===== src/rtl/core/nsv_pkg.sv =====
`timescale 1ns / 1ps

package nsv_pkg;

    // Default sizes
    localparam int MAX_LENGTH_DEF  = 32;
    localparam int VALUE_WIDTH_DEF = 32;

    // Fixed result field widths
    localparam int IDX_W = 5;
    localparam int NBR_W = 6;

    // Neighbor code for "no smaller value"
    localparam logic [NBR_W-1:0] NBR_NONE = {NBR_W{1'b1}};

    // Stack shift control handed to every cell
    typedef struct packed {
        logic push;
        logic pop;
    } nsv_shift_t;

    // Sequencer states
    typedef enum logic [2:0] {
        ST_IDLE  = 3'b001,
        ST_SCAN  = 3'b010,
        ST_FLUSH = 3'b100
    } nsv_state_t;

endpackage


===== src/rtl/core/nsv_cell.sv =====
`timescale 1ns / 1ps

module nsv_cell #(
    parameter int VALUE_WIDTH = 32,
    parameter int POS_W       = 5,
    parameter int NBR_W       = 6
) (
    input  logic                          clk,
    input  nsv_pkg::nsv_shift_t           shift,
    input  logic signed [VALUE_WIDTH-1:0] up_value,
    input  logic        [POS_W-1:0]       up_pos,
    input  logic        [NBR_W-1:0]       up_left,
    input  logic signed [VALUE_WIDTH-1:0] dn_value,
    input  logic        [POS_W-1:0]       dn_pos,
    input  logic        [NBR_W-1:0]       dn_left,
    output logic signed [VALUE_WIDTH-1:0] value,
    output logic        [POS_W-1:0]       pos,
    output logic        [NBR_W-1:0]       left
);
    import nsv_pkg::*;

    logic signed [VALUE_WIDTH-1:0] value_reg, value_next;
    logic        [POS_W-1:0]       pos_reg, pos_next;
    logic        [NBR_W-1:0]       left_reg, left_next;

    // Take the entry from above on push, from below on pop, else hold
    always_comb
    begin
        value_next = value_reg;
        pos_next   = pos_reg;
        left_next  = left_reg;
        if (shift.push)
        begin
            value_next = up_value;
            pos_next   = up_pos;
            left_next  = up_left;
        end
        else if (shift.pop)
        begin
            value_next = dn_value;
            pos_next   = dn_pos;
            left_next  = dn_left;
        end
    end

    always_ff @(posedge clk)
    begin
        value_reg <= value_next;
        pos_reg   <= pos_next;
        left_reg  <= left_next;
    end

    assign value = value_reg;
    assign pos   = pos_reg;
    assign left  = left_reg;

endmodule


===== src/rtl/core/nearest_smaller_values_stack.sv =====
`timescale 1ns / 1ps

// All nearest smaller values over a stream of signed samples.
// Input channel: in_valid / in_stall with sample_value and sequence_end; a
// request is taken on a rising edge with in_valid high and in_stall low.
// Output channel: out_valid / out_stall with element_index, left_smaller,
// right_smaller, overflow and last_of_item, zero or more results per request.
// cfg_wr_en / cfg_wr_data write repeat_mode (reset 1); the user must write it
// only while the block is idle, as the block itself does not enforce this.
// The stack is a row of cells, top in cell 0; a push shifts every entry one
// cell down, a pop shifts one cell up. Each scan cycle of the sequencer does
// one compare against the top cell and either one pop or the push; a pop
// waits while a held result is stalled. The next sample is taken in the same
// cycle as the push. A sequence end flushes the stack entry by entry, and the
// block returns to idle before the next sample is taken.
// The first result of a sample is registered from the scan state when it
// pops an entry or overflows without an end, and from the flush state when
// it comes from the flush. While a result is held with out_stall high, the
// result register holds and the sequencer waits on any further result. Reset
// empties the stack, clears the position and sets repeat_mode to 1.
module nearest_smaller_values_stack #(
    parameter int MAX_LENGTH  = nsv_pkg::MAX_LENGTH_DEF,
    parameter int VALUE_WIDTH = nsv_pkg::VALUE_WIDTH_DEF
) (
    input  logic                          clk,
    input  logic                          rst_n,
    input  logic                          cfg_wr_en,
    input  logic                          cfg_wr_data,
    input  logic                          in_valid,
    output logic                          in_stall,
    input  logic signed [VALUE_WIDTH-1:0] sample_value,
    input  logic                          sequence_end,
    output logic                          out_valid,
    input  logic                          out_stall,
    output logic [nsv_pkg::IDX_W-1:0]     element_index,
    output logic [nsv_pkg::NBR_W-1:0]     left_smaller,
    output logic [nsv_pkg::NBR_W-1:0]     right_smaller,
    output logic                          overflow,
    output logic                          last_of_item
);
    import nsv_pkg::*;

    localparam int POS_W = $clog2(MAX_LENGTH);
    localparam int CNT_W = $clog2(MAX_LENGTH + 1);
    localparam logic [CNT_W-1:0] CNT_MAX = CNT_W'(MAX_LENGTH);
    localparam logic [CNT_W-1:0] CNT_ONE = CNT_W'(1);

    nsv_state_t state_reg, state_next;
    logic signed [VALUE_WIDTH-1:0] key_reg, key_next;
    logic end_reg, end_next;
    logic mode_reg, mode_next;
    logic flush_ovf_reg, flush_ovf_next;
    logic [CNT_W-1:0] count_reg, count_next;
    logic [CNT_W-1:0] pos_reg, pos_next;

    logic out_valid_reg, out_valid_next;
    logic [IDX_W-1:0] out_idx_reg, out_idx_next;
    logic [NBR_W-1:0] out_left_reg, out_left_next;
    logic [NBR_W-1:0] out_right_reg, out_right_next;
    logic out_ovf_reg, out_ovf_next;
    logic out_last_reg, out_last_next;

    // Stack cells
    logic signed [VALUE_WIDTH-1:0] cell_value [MAX_LENGTH];
    logic        [POS_W-1:0]       cell_pos   [MAX_LENGTH];
    logic        [NBR_W-1:0]       cell_left  [MAX_LENGTH];
    nsv_shift_t shift;
    logic [NBR_W-1:0] push_left;

    logic in_accept;
    logic out_free;
    logic emit;
    logic length_ovf;
    logic top_gt;
    logic next_gt;

    assign in_accept = in_valid && !in_stall;
    assign out_free  = !out_valid_reg || !out_stall;
    assign length_ovf = (pos_reg >= CNT_MAX);
    assign top_gt  = (count_reg != '0) && (cell_value[0] > key_reg);
    assign next_gt = (count_reg > CNT_ONE) && (cell_value[1] > key_reg);

    // Left neighbor fixed at push time
    always_comb
    begin
        if (count_reg == '0)
            push_left = NBR_NONE;
        else if (mode_reg && (cell_value[0] == key_reg))
            push_left = cell_left[0];
        else
            push_left = NBR_W'(cell_pos[0]);
    end

    // Build the row of cells
    for (genvar i = 0; i < MAX_LENGTH; i++)
    begin : g_cell
        logic signed [VALUE_WIDTH-1:0] up_value, dn_value;
        logic        [POS_W-1:0]       up_pos, dn_pos;
        logic        [NBR_W-1:0]       up_left, dn_left;

        if (i == 0)
        begin : g_top
            assign up_value = key_reg;
            assign up_pos   = POS_W'(pos_reg);
            assign up_left  = push_left;
        end
        else
        begin : g_mid
            assign up_value = cell_value[i-1];
            assign up_pos   = cell_pos[i-1];
            assign up_left  = cell_left[i-1];
        end

        if (i == MAX_LENGTH - 1)
        begin : g_bottom
            assign dn_value = cell_value[i];
            assign dn_pos   = cell_pos[i];
            assign dn_left  = cell_left[i];
        end
        else
        begin : g_upper
            assign dn_value = cell_value[i+1];
            assign dn_pos   = cell_pos[i+1];
            assign dn_left  = cell_left[i+1];
        end

        nsv_cell #(
            .VALUE_WIDTH(VALUE_WIDTH),
            .POS_W      (POS_W),
            .NBR_W      (NBR_W)
        ) u_cell (
            .clk     (clk),
            .shift   (shift),
            .up_value(up_value),
            .up_pos  (up_pos),
            .up_left (up_left),
            .dn_value(dn_value),
            .dn_pos  (dn_pos),
            .dn_left (dn_left),
            .value   (cell_value[i]),
            .pos     (cell_pos[i]),
            .left    (cell_left[i])
        );
    end

    // Sequencer: compare, pop, push, flush
    always_comb
    begin
        state_next     = state_reg;
        key_next       = key_reg;
        end_next       = end_reg;
        mode_next      = cfg_wr_en ? cfg_wr_data : mode_reg;
        flush_ovf_next = flush_ovf_reg;
        count_next     = count_reg;
        pos_next       = pos_reg;
        shift          = '0;
        in_stall       = 1'b1;
        emit           = 1'b0;
        out_idx_next   = out_idx_reg;
        out_left_next  = out_left_reg;
        out_right_next = out_right_reg;
        out_ovf_next   = out_ovf_reg;
        out_last_next  = out_last_reg;

        unique case (state_reg)
            ST_IDLE:
            begin
                in_stall = 1'b0;
            end
            ST_SCAN:
            begin
                if (length_ovf)
                begin
                    if (end_reg)
                    begin
                        flush_ovf_next = 1'b1;
                        state_next     = ST_FLUSH;
                    end
                    else if (out_free)
                    begin
                        emit           = 1'b1;
                        out_idx_next   = '0;
                        out_left_next  = '0;
                        out_right_next = '0;
                        out_ovf_next   = 1'b1;
                        out_last_next  = 1'b1;
                        state_next     = ST_IDLE;
                    end
                end
                else if (top_gt)
                begin
                    // Pop the top with this sample as its right neighbor
                    if (out_free)
                    begin
                        emit           = 1'b1;
                        out_idx_next   = IDX_W'(cell_pos[0]);
                        out_left_next  = cell_left[0];
                        out_right_next = NBR_W'(pos_reg);
                        out_ovf_next   = 1'b0;
                        out_last_next  = !end_reg && !next_gt;
                        shift.pop      = 1'b1;
                        count_next     = count_reg - CNT_ONE;
                    end
                end
                else
                begin
                    // Push, and take the next sample in the same cycle unless this one ends the sequence
                    shift.push = 1'b1;
                    count_next = count_reg + CNT_ONE;
                    pos_next   = pos_reg + CNT_ONE;
                    if (end_reg)
                    begin
                        flush_ovf_next = 1'b0;
                        state_next     = ST_FLUSH;
                    end
                    else
                    begin
                        in_stall   = 1'b0;
                        state_next = ST_IDLE;
                    end
                end
            end
            ST_FLUSH:
            begin
                if (out_free)
                begin
                    emit           = 1'b1;
                    out_ovf_next   = flush_ovf_reg;
                    if (count_reg == '0)
                    begin
                        // Overflowed end with nothing stacked
                        out_idx_next   = '0;
                        out_left_next  = '0;
                        out_right_next = '0;
                        out_last_next  = 1'b1;
                        pos_next       = '0;
                        state_next     = ST_IDLE;
                    end
                    else
                    begin
                        out_idx_next   = IDX_W'(cell_pos[0]);
                        out_left_next  = cell_left[0];
                        out_right_next = NBR_NONE;
                        out_last_next  = (count_reg == CNT_ONE);
                        shift.pop      = 1'b1;
                        count_next     = count_reg - CNT_ONE;
                        if (count_reg == CNT_ONE)
                        begin
                            pos_next   = '0;
                            state_next = ST_IDLE;
                        end
                    end
                end
            end
            default:
            begin
                state_next = ST_IDLE;
            end
        endcase

        // Load a new request
        if (in_valid && !in_stall)
        begin
            key_next   = sample_value;
            end_next   = sequence_end;
            state_next = ST_SCAN;
        end
    end

    // Hold a result until taken, refill when free
    always_comb
    begin
        if (emit)
            out_valid_next = 1'b1;
        else if (!out_stall)
            out_valid_next = 1'b0;
        else
            out_valid_next = out_valid_reg;
    end

    always_ff @(posedge clk or negedge rst_n)
    begin
        if (!rst_n)
        begin
            state_reg     <= ST_IDLE;
            mode_reg      <= 1'b1;
            count_reg     <= '0;
            pos_reg       <= '0;
            out_valid_reg <= 1'b0;
            flush_ovf_reg <= 1'b0;
        end
        else
        begin
            state_reg     <= state_next;
            mode_reg      <= mode_next;
            count_reg     <= count_next;
            pos_reg       <= pos_next;
            out_valid_reg <= out_valid_next;
            flush_ovf_reg <= flush_ovf_next;
        end
    end

    always_ff @(posedge clk)
    begin
        key_reg       <= key_next;
        end_reg       <= end_next;
        out_idx_reg   <= out_idx_next;
        out_left_reg  <= out_left_next;
        out_right_reg <= out_right_next;
        out_ovf_reg   <= out_ovf_next;
        out_last_reg  <= out_last_next;
    end

    assign out_valid     = out_valid_reg;
    assign element_index = out_idx_reg;
    assign left_smaller  = out_left_reg;
    assign right_smaller = out_right_reg;
    assign overflow      = out_ovf_reg;
    assign last_of_item  = out_last_reg;

    // Stack depth stays within the cells and never exceeds the position
    a_count_bound: assert property (@(posedge clk) disable iff (!rst_n)
        (count_reg <= CNT_MAX) && (count_reg <= pos_reg))
        else $error("stack depth out of range");

    // No request taken while flushing
    a_no_accept_flush: assert property (@(posedge clk) disable iff (!rst_n)
        in_accept |-> (state_reg != ST_FLUSH))
        else $error("request taken during flush");

    // Flushing the last entry returns to idle with the position cleared
    a_flush_done: assert property (@(posedge clk) disable iff (!rst_n)
        (state_reg == ST_FLUSH && count_reg == CNT_ONE && out_free)
        |=> (state_reg == ST_IDLE && pos_reg == '0 && count_reg == '0))
        else $error("flush did not finish cleanly");

    // A result is never written over while stalled
    a_no_overwrite: assert property (@(posedge clk) disable iff (!rst_n)
        (out_valid_reg && out_stall) |-> !emit)
        else $error("stalled result overwritten");

endmodule


===== config.mk =====
export PLATFORM = sky130hd
export DESIGN_NAME = nearest_smaller_values_stack
export DESIGN_NICKNAME = d
export VERILOG_FILES = /design/src/rtl/core/nsv_pkg.sv /design/src/rtl/core/nsv_cell.sv /design/src/rtl/core/nearest_smaller_values_stack.sv
export SDC_FILE = /design/constraint.sdc
export NUM_CORES = 2
export LEC_CHECK = 0
export BUFFER_PORTS_ARGS = -buffer_cell sky130_fd_sc_hd__buf_2
export CORE_ASPECT_RATIO = 2
export CORE_MARGIN = 2
export CORE_UTILIZATION = 50
export CTS_BUF_LIST = sky130_fd_sc_hd__clkbuf_2
export DETAILED_ROUTE_END_ITERATION = 8
export PLACE_DENSITY = 0.73
export RECOVER_POWER = 50
export SLEW_MARGIN = 20
export SYNTH_ARGS = -nofsm -noshare
export SYNTH_HDL_FRONTEND = slang
export SYNTH_SLANG_ARGS = --single-unit

===== constraint.sdc =====
create_clock -name clk -period 88.9 [get_ports clk]
set_input_delay 4.445 -clock clk [delete_from_list [all_inputs] [get_ports clk]]
set_output_delay 4.445 -clock clk [all_outputs]
set_load 0.005 [all_outputs]

==> out/metrics.cfg <==
[sta]
worstMarginPinSlew_ns=10.38
setup_viol=0
clock-skew-final_ns=0.09619
fin_crit_sh_pct=25.03
relSlewSlack_pct=-592.0
fmax_mhz=44.95
post-route-min-period_ns=22.25
rsz0062_at_grt=no
setup_tns_ns=0
drv_slew=2384
worst_slack_ns=66.65
worst_hold_slack_ns=0.4330
finalHoldViolCount=0

[clock_tree]
cts.sinks=1446
cts-htree-levels=5
ctsResizeCount=0
cts_tree=yes
cts_buffers=329
clk_path_buf_depth=4
worstSkewPairLatency_ns=1.60
root_buffer=clkbuf_2
cts_setup_buffers=0
path_clk_slew_ns=0.11
ctsHoldBuffers=0

[floorplan]
die_x_um=253.5
die_h_um=503.0
std_cell_rows=183
coreArea_mm2=0.1239
dieArea_mm2=0.1275
start_util_pct=50.26
boundaryPins=60

[synthesis]
seq_area_frac_synth_pct=69.60
synth_compound_area_share_pct=1.347
synth_top_cell_area_share_pct=68.88
synth_cell_types=50
synthTopCellsByArea=edfxtp_1, nand2_1, ha_1, buf_2, buf_4
synth_xor_area_share_pct=0.08441
async_reset_ff_share_pct=1.245
yosysTopAreaCell=edfxtp_1
syn_inst=6051
yosysWarningCount=0
synth_area_mm2=0.06226
syn_nets=6159
synth_top_family_by_area=simple AND/OR/NAND/NOR gates
ys_seq_elements=1446
synth_edf_count=1428
ys.flop_type=edfxtp_1
yosys.area_share.simple_pct=24.65
synth.area.mux_share_pct=0.08642
synth_adder_area_share_pct=1.387
syn_avg_cell_area_um2=10.29

[power_and_ir_drop]
power_frac_clock_pct=24.1
p_seq_share_pct=59.4
p_sw_mw=0.4896
combPwrFrac_pct=16.5
internal_power_mw=1.160
p_per_area_mw_per_mm2=25.02
power.static_leakage_nw=27.88
total_power_mw=1.650
ir_drop_mv=0.01330
swShare_pct=29.68

[finish]
final_common_cell=nand2_1
drive_gt1_share_pct=8.496
layout_common_cells=nand2_1, edfxtp_1, clkbuf_2
post-route-util_pct=53.22
stdcell_area_mm2=0.06593
largest_reg_flops=1024
layout.cells.non_filler=8064
num-nets-final=6285
syn_to_final_growth_pct=5.899
fill_cells=10940

[critical_path]
critPathCapture=g_cell[28].u_cell.left[3]
worstReg2RegStart=g_cell[0].u_cell.value[31]
critPathMaxFanout=222
critPathKind=reg -> reg
start_kind=flip-flop
cp_num_buf_inv=6
arrival_ns=23.47
worstReg2RegEnd=g_cell[28].u_cell.left[3]
crit_required_ns=90.12
endpoint_kind=flip-flop
ff2ff_setup_slack_ns=66.65
startpoint=g_cell[0].u_cell.value[31]
crit_family=buffers and inverters
slowest_delay_ns=6.55
crit_path_top_delay_cell=clkinvlp_2
crit_path_frequent_cell=buf_4
critical_path.cell_chain=ha_1 -> nand4_1 -> nor4_1 -> o41a_1 -> a2bb2o_1 -> or4_1 -> clkinvlp_2 -> nor2_1 -> clkinvlp_2 -> buf_4 -> buf_4 -> buf_4 -> buf_4
r2r_cells=13
cp.depth=13

[placement]
placedCellCount=7510
io_buffers=59
gp_congestion=0.8463
dp_hpwl_um=59090
dp_slack_ns=79.09
placed_area_mm2=0.06341

[global_route]
grt_pass1_vias=37950
grt_antenna_before_repair=2
overflow=0
track_usage_pct=16.88
grt_pass1_wl_um=180800
grt_start_max_net_pins=247

[routing]
drtIter0Drc=3831
vias=39930
wl_per_cell_um=13.35
ant_nets=0
via_per_inst=4.952
drc_errors=0
first_pass_iters=7
wl_um=107600

[hold_path]
hp-start=g_cell[30].u_cell.value[24]
hold_class=reg -> reg

[outcome]
violations=capacitance limit, slew limit
status=finished, violations left

[flow_run]
drv_cap=22

-- how the worst min path moves through the flow --
stage / end / depth (start not counted)
floorplan: g_cell[31].u_cell.left[0] / 0
global placement: g_cell[31].u_cell.value[26] / 0
detailed placement: g_cell[31].u_cell.value[22] / 0
CTS: g_cell[31].u_cell.value[24] / 0
global route: g_cell[31].u_cell.value[8] / 0
finish: g_cell[31].u_cell.value[24] / 0
-- cell type report --
cell class / instances / area, µm² / area share [%]
Antenna cell: 8 / 20.02 / 0.03036
Clock buffer: 464 / 2322 / 3.522
Clock inverter: 81 / 367.9 / 0.5579
Inverter: 42 / 160.2 / 0.2429
Multi-Input combinational cell: 4259 / 17130 / 25.98
Sequential cell: 1446 / 43330 / 65.73
Tap cell: 1665 / 2083 / 3.160
Timing Repair Buffer: 99 / 514.2 / 0.7800
-- worst register-to-register path, cell delays in order (launching register included) --
cell	delay, ns
edfxtp_1	0.41
ha_1	0.42
nand4_1	0.24
nor4_1	0.56
o41a_1	0.35
a2bb2o_1	0.20
or4_1	1.78
clkinvlp_2	6.57
nor2_1	2.77
clkinvlp_2	4.83
buf_4	1.91
buf_4	0.63
buf_4	0.65
buf_4	0.56
-- power by group through the flow --
stage / clock network, mW / registers, mW / logic, mW
after floorplan: 0 / 1.14 / 0.205
after global placement: 0 / 0.990 / 0.255
after detailed placement: 0 / 0.992 / 0.262
after CTS: 0.417 / 0.978 / 0.263
after global routing: 0.447 / 0.995 / 0.314
final: 0.398 / 0.980 / 0.272
-- per-layer routing --
layer	global-route usage (%)	vias to the layer above	share of wire (%)
met3	3.662	225	5.0
met5	0	-	0
met1	25.03	18660	49
li1	-	20150	-
met4	6.092	0	2.4
met2	24.56	897	44
-- cell usage after synthesis (3+ instances only) --
master / instances
xor2_1: 5
inv_1: 41
nor2_1: 21
nand4_1: 18
nand2b_1: 5
buf_2: 163
mux2_2: 3
nor4_1: 3
and2_1: 15
a21oi_1: 34
ha_1: 69
a31oi_1: 3
buf_4: 65
nand2_1: 3945
clkbuf_1: 74
a21o_1: 20
o21ai_0: 64
nand3_1: 12
nor2b_1: 6
dfrtp_1: 16
nor3_1: 4
edfxtp_1: 1428
-- logic make-up (layout without fill, tap and decap cells) --
group,after synthesis,count (layout)
compound gates,141,141
xor+xnor,6,6
fa+ha+maj,69,69
buf+inv,346,686
flops,1446,1446
mux,5,5
other cells,0,8
simple gates,4038,4038
Note: power is estimated with default switching activity, not from simulation.
